--- config.mk ---
export PLATFORM = sky130hd
export DESIGN_NAME = planar_base_position_settle_controller_core
export DESIGN_NICKNAME = d
export VERILOG_FILES = /design/src/hdl/pbsc_pkg.sv /design/src/hdl/planar_base_position_settle_controller_core.sv
export SDC_FILE = /design/constraint.sdc
export NUM_CORES = 1
export LEC_CHECK = 0
export BUFFER_PORTS_ARGS = -buffer_cell sky130_fd_sc_hd__buf_2
export CAP_MARGIN = 40
export CORE_MARGIN = 5
export CORE_UTILIZATION = 50
export DETAILED_ROUTE_END_ITERATION = 10
export GPL_TIMING_DRIVEN = 1
export PLACE_DENSITY = 0.72
export RECOVER_POWER = 25
export SLEW_MARGIN = 20
export SYNTH_ARGS = -nofsm -noshare
export SYNTH_HDL_FRONTEND = slang
export SYNTH_SLANG_ARGS = --single-unit
--- constraint.sdc ---
create_clock -name clk -period 16 [get_ports clk]
set_input_delay 1.6 -clock clk [delete_from_list [all_inputs] [get_ports clk]]
set_output_delay 1.6 -clock clk [all_outputs]
set_load 0.05 [all_outputs]
--- src/hdl/pbsc_pkg.sv ---
// Shared types and constants for the planar base position settle controller.
// Used by planar_base_position_settle_controller_core; depends on nothing else.
package pbsc_pkg;

  // Number of selectable front-distance targets (indexes 0..3).
  localparam int unsigned NUM_POSITIONS = 4;

  // Configuration register indexes.
  localparam logic [2:0] REG_LEFT_TARGET    = 3'd0;
  localparam logic [2:0] REG_LEFT_DEADBAND  = 3'd1;
  localparam logic [2:0] REG_FRONT_DEADBAND = 3'd2;
  localparam logic [2:0] REG_ANGLE_DEADBAND = 3'd3;
  localparam logic [2:0] REG_LEFT_MIN       = 3'd4;
  localparam logic [2:0] REG_LEFT_MAX       = 3'd5;
  localparam logic [2:0] REG_FRONT_MIN      = 3'd6;
  localparam logic [2:0] REG_FRONT_MAX      = 3'd7;

  // Reset values of the configuration registers.
  localparam logic [11:0] LEFT_TARGET_RST    = 12'd260;
  localparam logic [9:0]  LEFT_DEADBAND_RST  = 10'd50;
  localparam logic [9:0]  FRONT_DEADBAND_RST = 10'd30;
  localparam logic [9:0]  ANGLE_DEADBAND_RST = 10'd30;
  localparam logic [11:0] LEFT_MIN_RST       = 12'd100;
  localparam logic [11:0] LEFT_MAX_RST       = 12'd1000;
  localparam logic [11:0] FRONT_MIN_RST      = 12'd150;
  localparam logic [11:0] FRONT_MAX_RST      = 12'd2250;

  // Fixed angle window, in mrad.
  localparam logic signed [12:0] ANGLE_WINDOW = 13'sd500;

  // Settle requirements and counter limits.
  localparam logic [3:0] LEFT_SETTLE_NEED  = 4'd4;
  localparam logic [3:0] FRONT_SETTLE_NEED = 4'd5;
  localparam logic [3:0] ANGLE_SETTLE_NEED = 4'd4;
  localparam logic [3:0] COUNT_MAX         = 4'd15;
  localparam logic [2:0] ALL_SETTLE_NEED   = 3'd6;
  localparam logic [2:0] ALL_COUNT_MAX     = 3'd7;

  // Velocity magnitude limits per axis.
  localparam logic [9:0] FWD_VMIN  = 10'd100;
  localparam logic [9:0] FWD_VMAX  = 10'd600;
  localparam logic [9:0] SIDE_VMIN = 10'd100;
  localparam logic [9:0] SIDE_VMAX = 10'd200;
  localparam logic [9:0] TURN_VMIN = 10'd100;
  localparam logic [9:0] TURN_VMAX = 10'd300;

  typedef enum logic [1:0] {
    STATUS_MOVING  = 2'd0,
    STATUS_STOP    = 2'd1,
    STATUS_ARRIVED = 2'd2
  } status_t;

  // Front-distance target in mm for each position index.
  function automatic logic [11:0] front_target(input logic [1:0] idx);
    logic [11:0] t;
    case (idx)
      2'd0:    t = 12'd2200;
      2'd1:    t = 12'd1600;
      2'd2:    t = 12'd1000;
      2'd3:    t = 12'd400;
      default: t = 12'd2200;
    endcase
    return t;
  endfunction

endpackage

--- src/hdl/planar_base_position_settle_controller_core.sv ---
// Top level of the planar base position settle controller.
// Depends on pbsc_pkg for constants, the status type and the target table.
//
// Usage:
//   The slave stream carries one item per transaction. s_tuser is the mode:
//   0 is a control tick with measurements, 1 is a position command whose
//   index travels in s_tdata. A command selects one of the front targets and
//   gives no result; a tick with no active target clears the settle counters
//   and gives no result. A tick with a target gives one result on the master
//   stream: three velocities in m_tdata and the status in m_tuser.
//   Configuration registers are written through cfg_we/cfg_index/cfg_data
//   while the block is idle; each write takes effect at the next edge.
//   An accepted item sits in the input register; its result is loaded into
//   the output register when the item leaves it, and m_tvalid rises with that
//   load. Throughput is one item per cycle while the receiver keeps up; the
//   settle state is updated in the same cycle the result is formed, so
//   back-to-back ticks see each other's effect.
//   When the receiver stalls, the result waits in the output register and
//   one more item waits in the input register; s_tready then drops.
//   Reset (synchronous, active high) empties both registers, drops the
//   target, clears all counters and restores the register defaults.
module planar_base_position_settle_controller_core
  import pbsc_pkg::*;
(
  input  logic        clk,
  input  logic        rst,
  // Input stream.
  input  logic        s_tvalid,
  output logic        s_tready,
  // s_tdata, from bit 0: left_dist_mm[13:0], front_dist_mm[27:14],
  // wall_angle_mrad[40:28], position_request[56:41], zero pad [63:57].
  input  logic [63:0] s_tdata,
  // s_tuser: mode[0].
  input  logic        s_tuser,
  // Result stream.
  output logic        m_tvalid,
  input  logic        m_tready,
  // m_tdata, from bit 0: vel_forward[10:0], vel_sideways[19:11],
  // vel_turn[29:20], zero pad [31:30].
  output logic [31:0] m_tdata,
  // m_tuser: status[1:0].
  output logic [1:0]  m_tuser,
  // Configuration write port.
  input  logic        cfg_we,
  input  logic [2:0]  cfg_index,
  input  logic [11:0] cfg_data
);

  // Configuration registers.
  logic [11:0] left_target;
  logic [9:0]  left_deadband;
  logic [9:0]  front_deadband;
  logic [9:0]  angle_deadband;
  logic [11:0] left_min;
  logic [11:0] left_max;
  logic [11:0] front_min;
  logic [11:0] front_max;

  // Controller state.
  logic       target_valid, target_valid_next;
  logic [1:0] target_index, target_index_next;
  logic [3:0] left_count, left_count_next;
  logic [3:0] front_count, front_count_next;
  logic [3:0] angle_count, angle_count_next;
  logic [2:0] all_count, all_count_next;

  // Input register.
  logic        s1_valid;
  logic        s1_mode;
  logic [56:0] s1_data;

  logic        s1_fire;
  logic        out_free;
  logic        res_valid;
  logic signed [10:0] res_vf;
  logic signed [8:0]  res_vs;
  logic signed [9:0]  res_vt;
  status_t     res_status;

  logic signed [13:0] in_left;
  logic signed [13:0] in_front;
  logic signed [12:0] in_angle;
  logic signed [15:0] in_request;
  logic               request_ok;
  logic               window_fail;
  logic signed [14:0] err_left, err_front, err_angle;
  logic               unset_left, unset_front, unset_angle;
  logic signed [10:0] v_left, v_front, v_turn;
  logic               all_ok;
  logic [2:0]         all_inc;

  // Magnitude of a 15-bit signed error.
  function automatic logic [14:0] err_mag(input logic signed [14:0] e);
    return e[14] ? 15'(-e) : 15'(e);
  endfunction

  // Velocity of minus the error, magnitude clamped to [vmin, vmax].
  function automatic logic signed [10:0] axis_vel(input logic signed [14:0] e,
                                                  input logic [9:0] vmin,
                                                  input logic [9:0] vmax);
    logic [14:0] m;
    logic [9:0]  c;
    m = err_mag(e);
    if (m > {5'd0, vmax}) begin
      c = vmax;
    end else if (m < {5'd0, vmin}) begin
      c = vmin;
    end else begin
      c = m[9:0];
    end
    return e[14] ? $signed({1'b0, c}) : -$signed({1'b0, c});
  endfunction

  // Saturating settle counter; cleared when the axis is outside its band.
  function automatic logic [3:0] count_step(input logic unset, input logic [3:0] c);
    if (unset) begin
      return 4'd0;
    end else if (c == COUNT_MAX) begin
      return COUNT_MAX;
    end
    return c + 4'd1;
  endfunction

  assign in_left    = $signed(s1_data[13:0]);
  assign in_front   = $signed(s1_data[27:14]);
  assign in_angle   = $signed(s1_data[40:28]);
  assign in_request = $signed(s1_data[56:41]);

  assign request_ok = !in_request[15] && (in_request < $signed(16'(NUM_POSITIONS)));

  assign window_fail = (in_left  < $signed({2'b00, left_min}))  ||
                       (in_left  > $signed({2'b00, left_max}))  ||
                       (in_front < $signed({2'b00, front_min})) ||
                       (in_front > $signed({2'b00, front_max})) ||
                       (in_angle > ANGLE_WINDOW) || (in_angle < -ANGLE_WINDOW);

  assign err_left  = $signed({3'b000, left_target}) - $signed({in_left[13], in_left});
  assign err_front = $signed({3'b000, front_target(target_index)}) -
                     $signed({in_front[13], in_front});
  assign err_angle = -$signed({in_angle[12], in_angle[12], in_angle});

  assign unset_left  = err_mag(err_left)  > {5'd0, left_deadband};
  assign unset_front = err_mag(err_front) > {5'd0, front_deadband};
  assign unset_angle = err_mag(err_angle) > {5'd0, angle_deadband};

  assign v_left  = unset_left  ? axis_vel(err_left,  SIDE_VMIN, SIDE_VMAX) : 11'sd0;
  assign v_front = unset_front ? axis_vel(err_front, FWD_VMIN,  FWD_VMAX)  : 11'sd0;
  assign v_turn  = unset_angle ? axis_vel(err_angle, TURN_VMIN, TURN_VMAX) : 11'sd0;

  assign all_inc = (all_count == ALL_COUNT_MAX) ? ALL_COUNT_MAX : all_count + 3'd1;

  always_comb begin
    target_valid_next = target_valid;
    target_index_next = target_index;
    left_count_next   = left_count;
    front_count_next  = front_count;
    angle_count_next  = angle_count;
    all_count_next    = all_count;
    res_valid         = 1'b0;
    res_vf            = v_front;
    res_vs            = v_left[8:0];
    res_vt            = v_turn[9:0];
    res_status        = STATUS_MOVING;
    all_ok            = 1'b0;

    if (s1_mode) begin
      if (request_ok) begin
        target_valid_next = 1'b1;
        target_index_next = in_request[1:0];
      end
    end else if (!target_valid) begin
      left_count_next  = 4'd0;
      front_count_next = 4'd0;
      angle_count_next = 4'd0;
      all_count_next   = 3'd0;
    end else if (window_fail) begin
      target_valid_next = 1'b0;
      res_valid         = 1'b1;
      res_vf            = 11'sd0;
      res_vs            = 9'sd0;
      res_vt            = 10'sd0;
      res_status        = STATUS_STOP;
    end else begin
      res_valid        = 1'b1;
      left_count_next  = count_step(unset_left,  left_count);
      front_count_next = count_step(unset_front, front_count);
      angle_count_next = count_step(unset_angle, angle_count);
      all_ok = !unset_left  && (left_count_next  >= LEFT_SETTLE_NEED)  &&
               !unset_front && (front_count_next >= FRONT_SETTLE_NEED) &&
               !unset_angle && (angle_count_next >= ANGLE_SETTLE_NEED);
      if (all_ok) begin
        all_count_next = all_inc;
        if (all_inc >= ALL_SETTLE_NEED) begin
          target_valid_next = 1'b0;
          res_status        = STATUS_ARRIVED;
        end
      end else begin
        all_count_next = 3'd0;
      end
    end
  end

  assign out_free = !m_tvalid || m_tready;
  assign s1_fire  = s1_valid && (!res_valid || out_free);
  assign s_tready = !s1_valid || s1_fire;

  // Configuration registers.
  always_ff @(posedge clk) begin
    if (rst) begin
      left_target    <= LEFT_TARGET_RST;
      left_deadband  <= LEFT_DEADBAND_RST;
      front_deadband <= FRONT_DEADBAND_RST;
      angle_deadband <= ANGLE_DEADBAND_RST;
      left_min       <= LEFT_MIN_RST;
      left_max       <= LEFT_MAX_RST;
      front_min      <= FRONT_MIN_RST;
      front_max      <= FRONT_MAX_RST;
    end else if (cfg_we) begin
      case (cfg_index)
        REG_LEFT_TARGET:    left_target    <= cfg_data;
        REG_LEFT_DEADBAND:  left_deadband  <= cfg_data[9:0];
        REG_FRONT_DEADBAND: front_deadband <= cfg_data[9:0];
        REG_ANGLE_DEADBAND: angle_deadband <= cfg_data[9:0];
        REG_LEFT_MIN:       left_min       <= cfg_data;
        REG_LEFT_MAX:       left_max       <= cfg_data;
        REG_FRONT_MIN:      front_min      <= cfg_data;
        REG_FRONT_MAX:      front_max      <= cfg_data;
        default: ;
      endcase
    end
  end

  // Controller state advances only when the held item leaves the input register.
  always_ff @(posedge clk) begin
    if (rst) begin
      target_valid <= 1'b0;
      target_index <= 2'd0;
      left_count   <= 4'd0;
      front_count  <= 4'd0;
      angle_count  <= 4'd0;
      all_count    <= 3'd0;
    end else if (s1_fire) begin
      target_valid <= target_valid_next;
      target_index <= target_index_next;
      left_count   <= left_count_next;
      front_count  <= front_count_next;
      angle_count  <= angle_count_next;
      all_count    <= all_count_next;
    end
  end

  // Input register.
  always_ff @(posedge clk) begin
    if (rst) begin
      s1_valid <= 1'b0;
    end else if (s_tvalid && s_tready) begin
      s1_valid <= 1'b1;
    end else if (s1_fire) begin
      s1_valid <= 1'b0;
    end
  end

  always_ff @(posedge clk) begin
    if (s_tvalid && s_tready) begin
      s1_mode <= s_tuser;
      s1_data <= s_tdata[56:0];
    end
  end

  // Output register.
  always_ff @(posedge clk) begin
    if (rst) begin
      m_tvalid <= 1'b0;
    end else if (s1_fire && res_valid) begin
      m_tvalid <= 1'b1;
    end else if (m_tready) begin
      m_tvalid <= 1'b0;
    end
  end

  always_ff @(posedge clk) begin
    if (s1_fire && res_valid) begin
      m_tdata <= {2'b00, res_vt, res_vs, res_vf};
      m_tuser <= res_status;
    end
  end

  // An arrival or a stop never carries motion.
  a_halt_zero_vel: assert property (@(posedge clk) disable iff (rst)
    (m_tvalid && (m_tuser == STATUS_ARRIVED || m_tuser == STATUS_STOP))
      |-> (m_tdata == 32'd0))
    else $error("arrival or stop result with nonzero velocity");

  // A result that ends the run drops the target.
  a_drop_target: assert property (@(posedge clk) disable iff (rst)
    (s1_fire && res_valid && res_status != STATUS_MOVING) |=> !target_valid)
    else $error("target still active after arrival or stop");

  // A held item is not lost or altered while it waits.
  a_s1_hold: assert property (@(posedge clk) disable iff (rst)
    (s1_valid && !s1_fire) |=> (s1_valid && $stable(s1_data) && $stable(s1_mode)))
    else $error("held input item changed while waiting");

  // Arrival needs a settled history of at least the required length.
  a_arrive_count: assert property (@(posedge clk) disable iff (rst)
    (s1_fire && res_valid && res_status == STATUS_ARRIVED)
      |=> (all_count >= ALL_SETTLE_NEED))
    else $error("arrival reported without enough settled ticks");

endmodule

# Word-level counts from Yosys, hierarchy flattened
# Index checks and enable logic that the tools add are counted.
# W data, S select, Z words.
# totals
reg_bits	200
input_bits	85
out_inout_bits	36
word_cells	197
# classes
add_sub_neg	13
n_lt_le_gt_ge	20
n_eq_ne	16
mux	83
bitwise	3
reduce_logical	41
# ops
op	n
$mux W4	24
$mux W10	9
$mux W9	7
$mux W11	5
$pmux W12 S4	1
$gt A15 B10 Y1	3
$lt A15 B7 Y1 const B	3
$mux W15	3
$neg A15 Y15	3
$sub A13 B14 Y15	2
$mux W1	29
$gt A14 B13 Y1	2
$lt A14 B13 Y1	2
$reduce_and A2 Y1	9
$lt A16 B4 Y1 const B	1
$eq A3 B3 Y1 const B	5
$gt A15 B10 Y1 const B	1
$gt A15 B8 Y1 const B	1
$gt A15 B9 Y1 const B	1
$neg A13 Y15	1
$gt A13 B10 Y1 const B	1
$lt A13 B10 Y1 const B	1
$add A4 B1 Y4 const B	3
$eq A4 B4 Y1 const B	3
24 further kinds	56

# Depth between registers and ports, before layout
# logic_depth
depth_word	23
ltp_mapped	26
ltp_nobuf	23

# Worst setup path after synthesis
# OpenSTA, ideal clock, no wires.
# synth_timing
path_kind	register to register
startpoint	register target_index[0]
endpoint	register m_tdata[5] (data pin)
setup_ps	256
t_arrival_ps	4855
required_ps	15744
setup_slack_ps	10889
stages_incl_launch_ff	24
path_buffers	2
synth_period_minus_slack_ps	5111
path_cell_list	dfxtp_1 inv_1 ha_1 ha_1 a21oi_1 o21ai_0 a211oi_2 and2_1 clkbuf_1 buf_2 nand2_1 xnor2_1 ha_1 nor2b_1 o21a_1 o21ai_0 a21oi_1 o211ai_1 a21oi_1 maj3_1 a22o_2 o21bai_4 nor2_1 a22o_1
# synth_via
elab_chain_len	14
elab_cells_between_ends	19
cone_classes	3 x add/sub; 3 x order compare; 3 x eq/ne; 9 x mux; 1 x reduce/logical
# synth_rtl
item	line	rtl
start: declaration	planar_base_position_settle_controller_core.sv:61	logic [1:0] target_index, target_index_next;
start signal: assignment	planar_base_position_settle_controller_core.sv:244	target_index <= target_index_next;
$eq A2 B2 Y1 (tied with other cells)	pbsc_pkg.sv:56	case (idx)
$pmux W12 S4 (*)	pbsc_pkg.sv:56	
$sub A13 B14 Y15 (*)	planar_base_position_settle_controller_core.sv:138	assign err_front = $signed({3'b000, front_target(target_index)}) -
$neg A15 Y15	planar_base_position_settle_controller_core.sv:94	return e[14] ? 15'(-e) : 15'(e);
$mux W15	planar_base_position_settle_controller_core.sv:94	
$lt A15 B7 Y1	planar_base_position_settle_controller_core.sv:106	end else if (m < {5'd0, vmin}) begin
$mux W10	planar_base_position_settle_controller_core.sv:106	
$mux W10	planar_base_position_settle_controller_core.sv:104	if (m > {5'd0, vmax}) begin
$neg A10 Y11	planar_base_position_settle_controller_core.sv:111	return e[14] ? $signed({1'b0, c}) : -$signed({1'b0, c});
$mux W11	planar_base_position_settle_controller_core.sv:111	
$mux W11 (*)	planar_base_position_settle_controller_core.sv:147	assign v_front = unset_front ? axis_vel(err_front, FWD_VMIN, FWD_VMAX) : 11'sd0;
$mux W11	planar_base_position_settle_controller_core.sv:176	end else if (window_fail) begin
$mux W11	planar_base_position_settle_controller_core.sv:171	end else if (!target_valid) begin
$mux W11 (*)	planar_base_position_settle_controller_core.sv:166	if (s1_mode) begin
net res_vf[5]	planar_base_position_settle_controller_core.sv:75	logic signed [10:0] res_vf;
end signal: assignment	planar_base_position_settle_controller_core.sv:283	m_tdata <= {2'b00, res_vt, res_vs, res_vf};
end: declaration	planar_base_position_settle_controller_core.sv:40	output logic [31:0] m_tdata,
# Mark *: on every way through the listed nets, which the timed path passes. The rest lies on a longest branch. The select of a mux whose other input is x is not followed.
# A chain may end at the register's enable or synchronous reset.

# Final worst setup path
# Same ends and word-level chain as after synthesis.

==> results.json <==
{
  "status": "complete, but fails checks",
  "violations": "capacitance limit, slew limit",
  "gp_congestion": 0.881,
  "ys_warn_count": 0,
  "setup_viol": 0,
  "ant_nets": 0,
  "required_ns": 16.21,
  "num_vias": 12300,
  "rr_worst_depth": 21,
  "min_path_type": "reg2reg",
  "synth_area_per_cell_um2": 8.47,
  "drc": 0,
  "place_ws_ns": 10.06,
  "synth_seq_area_share": 0.350,
  "cp.arrival_ns": 6.25,
  "min_to": "front_min[9]",
  "critical_path_class": "reg2reg",
  "maxCapViolCount": 2,
  "p_leak_nw": 6.08,
  "avgRoutedWirePerCell_um": 16.6,
  "grt_overflow": 0,
  "layout-drive-gt1-share": 0.118,
  "start_util": 0.505,
  "die_h_um": 177,
  "area_growth_pct": 9.44,
  "slew_headroom": -1.22,
  "cts_sinks": 200,
  "nFillCells": 2544,
  "hold_viol": 0,
  "start_kind": "flop",
  "drt-vias-per-instance": 5.84,
  "ys_types": 110,
  "grt_pass1_wl_um": 56300,
  "hold_depth": 2,
  "first_pass_iters": 5,
  "synth_edf_count": 90,
  "synthArstFlopShare": 0,
  "reg2reg_slack_ns": 9.96,
  "fp-row-count": 61,
  "insertion_delay_ns": 0.45,
  "worstSetupEndpointType": "flop",
  "ctsHoldBuffers": 0,
  "die_w_um": 177,
  "power.total_mw": 1.37,
  "nets": 1911,
  "post-route-util": 0.553,
  "timing.rr.end": "m_tdata[5]",
  "post_cts_buffers": 0,
  "grt_max_degree": 78,
  "setup_slack_ns": 9.96,
  "grt_usage": 0.220,
  "ios": 121,
  "yosys_register_bits": 200,
  "htreeDepth": 4,
  "hp-start": "front_min[9]",
  "fmax_mhz": 166,
  "period_minus_slack_ns": 6.04,
  "fp.dieArea_um2": 31400,
  "drtIter0Drc": 998,
  "regToRegStartpoint": "target_index[0]",
  "crit_fanout": 14,
  "timing.hold.ws_ns": 0.457,
  "cts_tree": "done",
  "clkTransAtPathRegs_ns": 0.08,
  "grt_pass1_vias": 11200,
  "clk_path_buf_depth": 2,
  "drt_wl_total_um": 34900,
  "final.period_utilization": 0.377,
  "ys.flop_type": "dfxtp_1",
  "root_buffer": "clkbuf_16",
  "fin_setup_tns_ns": 0,
  "core_um2": 27700,
  "diodes": 0,
  "timing.final.max_slew_violations": 78,
  "skew_ns": 0.0156,
  "io_buffers": 111,
  "power.density_nw_per_um2": 89.1,
  "synthCells": 1653,
  "synth_area_um2": 14000,
  "tightest_slew_ns": 3.32,
  "vdd_drop_max_uv": 66.0,
  "numCtsBuffers": 17,
  "ctsResizeCount": 0,
  "antenna_found_initial": 1,
  "rsz0062_at_grt": "no",
  "hpwl_um": 26300
}
[per-layer routing]
layer | vias up | wire length (um) | track usage | part of all wire
li1 | 6079 | - | - | -
met1 | 5773 | 15800 | 0.305 | 0.45
met2 | 384 | 16300 | 0.361 | 0.47
met3 | 46 | 2270 | 0.0322 | 0.065
met4 | 2 | 555 | 0.0603 | 0.016
met5 | - | 13 | 0 | 0.00037
[logic make-up after synthesis]
kind of cell / after synthesis / synth area share
other: 1 / 0.000268
buffers and inverters: 220 / 0.0678
XOR/XNOR: 56 / 0.0366
AND/OR/NAND/NOR: 620 / 0.217
AO/OA/AOI/OAI: 426 / 0.214
multiplexers: 15 / 0.0107
adder cells (fa/ha/maj): 115 / 0.103
flip-flops: 200 / 0.350
[layout by cell type (no fill, tap or decap), types with 6 or more instances in the layout]
master,count
o211ai_1,16
a21o_1,28
a211o_1,23
buf_4,12
nand2_1,230
xor2_1,18
ha_1,112
a31oi_1,12
mux2i_1,15
clkbuf_16,17
a2111oi_0,6
nand3b_1,17
o21a_1,16
and3_1,11
xnor2_1,35
o2111ai_1,9
nor2b_1,20
a311oi_1,8
or2_2,6
clkinv_8,7
nor4_1,17
a21oi_1,137
buf_2,107
o21ai_0,49
a211oi_1,26
clkbuf_1,6
and2_1,8
edfxtp_1,90
o22ai_1,6
nor2_1,128
nand3_1,40
nand2b_1,22
nor3_1,40
nand4_1,26
dfxtp_1,110
inv_1,134
or3_1,16
[how the worst max path moves through the flow]
| stage | slack, ns | depth (start not counted) | from | endpoint |
|---|---|---|---|---|
| 4_1_cts | 10.03 | 21 | target_index[0] | m_tdata[5] |
| 3_5_place_dp | 10.06 | 21 | target_index[0] | m_tdata[5] |
| 3_3_place_gp | 10.15 | 21 | target_index[0] | m_tdata[5] |
| 5_1_grt | 9.54 | 21 | target_index[0] | m_tdata[5] |
| 2_1_floorplan | 10.89 | 23 | target_index[0] | m_tdata[5] |
| 6_report | 9.96 | 21 | target_index[0] | m_tdata[5] |
[state kept, by name, indices dropped and copies added, names as in the netlist, 2 cells and up]
register,cells
left_deadband,10
m_tdata,30
left_count,4
s1_data,57
m_tuser,2
front_deadband,10
all_count,3
left_max,12
front_min,12
target_index,2
angle_count,4
front_max,12
front_count,4
angle_deadband,10
left_target,12
left_min,12
[critical path, stage by stage, from the launching register on]
cell and delay (ns):
dfxtp_1 0.39, inv_1 0.13, ha_1 0.37, ha_1 0.38, a21oi_1 0.31, o21ai_0 0.22
a211oi_2 0.49, and2_1 0.59, nand2_1 0.15, xnor2_1 0.27, ha_1 0.30, nor2b_1 0.13
o21a_1 0.16, o21ai_0 0.14, a21oi_1 0.09, o211ai_1 0.18, a21oi_1 0.10, maj3_1 0.35
a22o_2 0.37, o21bai_4 0.31, nor2_1 0.11, a22o_1 0.25
[stage by stage]
| stage | instance area [um^2] | cells |
|---|---|---|
| after floorplan | 14000 | 1654 |
| after global placement | 14700 | 2069 |
| after detailed placement | 14700 | 2072 |
| after CTS | 15400 | 2104 |
| after global routing | 15300 | 2104 |
| final | 15300 | 2104 |
[power by group]
group          leakage [nW]  internal [mW]  switching, mW  total (mW)
Combinational          4.04          0.128          0.213       0.341
Sequential             1.74          0.555         0.0195       0.574
Clock                 0.300          0.227          0.223       0.450
[synthesized netlist by cell type, types with 7 or more instances]
library cell	n	area [um^2]
xor2_1	18	158
ha_1	112	1400
a31oi_1	12	75.1
nand2_1	230	863
o211ai_1	16	120
or3_1	16	100
nand2b_1	22	138
xnor2_1	35	307
nor2_1	128	480
a21o_1	28	210
a311oi_1	8	70.1
and3_1	11	68.8
buf_2	19	95.1
o21ai_0	49	245
clkbuf_1	46	173
nand4_1	26	163
nor3_1	40	200
mux2i_1	15	150
buf_6	7	78.8
o21a_1	16	120
a211oi_1	26	195
nand3_1	40	200
nand3b_1	17	128
nor2b_1	20	125
inv_1	134	503
edfxtp_1	90	2700
clkbuf_2	8	40.0
nor4_1	17	106
and2_1	9	56.3
dfxtp_1	110	2200
o2111ai_1	9	78.8
a21oi_1	137	686
a211o_1	23	201
[cell type report]
class | instances | area, um^2 | share of cell area
Multi-Input combinational cell | 1234 | 8160 | 0.532
Sequential cell | 200 | 4900 | 0.320
Timing Repair Buffer | 125 | 648 | 0.0423
Inverter | 135 | 507 | 0.0331
Tap cell | 378 | 473 | 0.0309
Clock buffer | 17 | 425 | 0.0278
Clock inverter | 15 | 206 | 0.0135
Note: power is estimated with default switching activity, not from simulation.
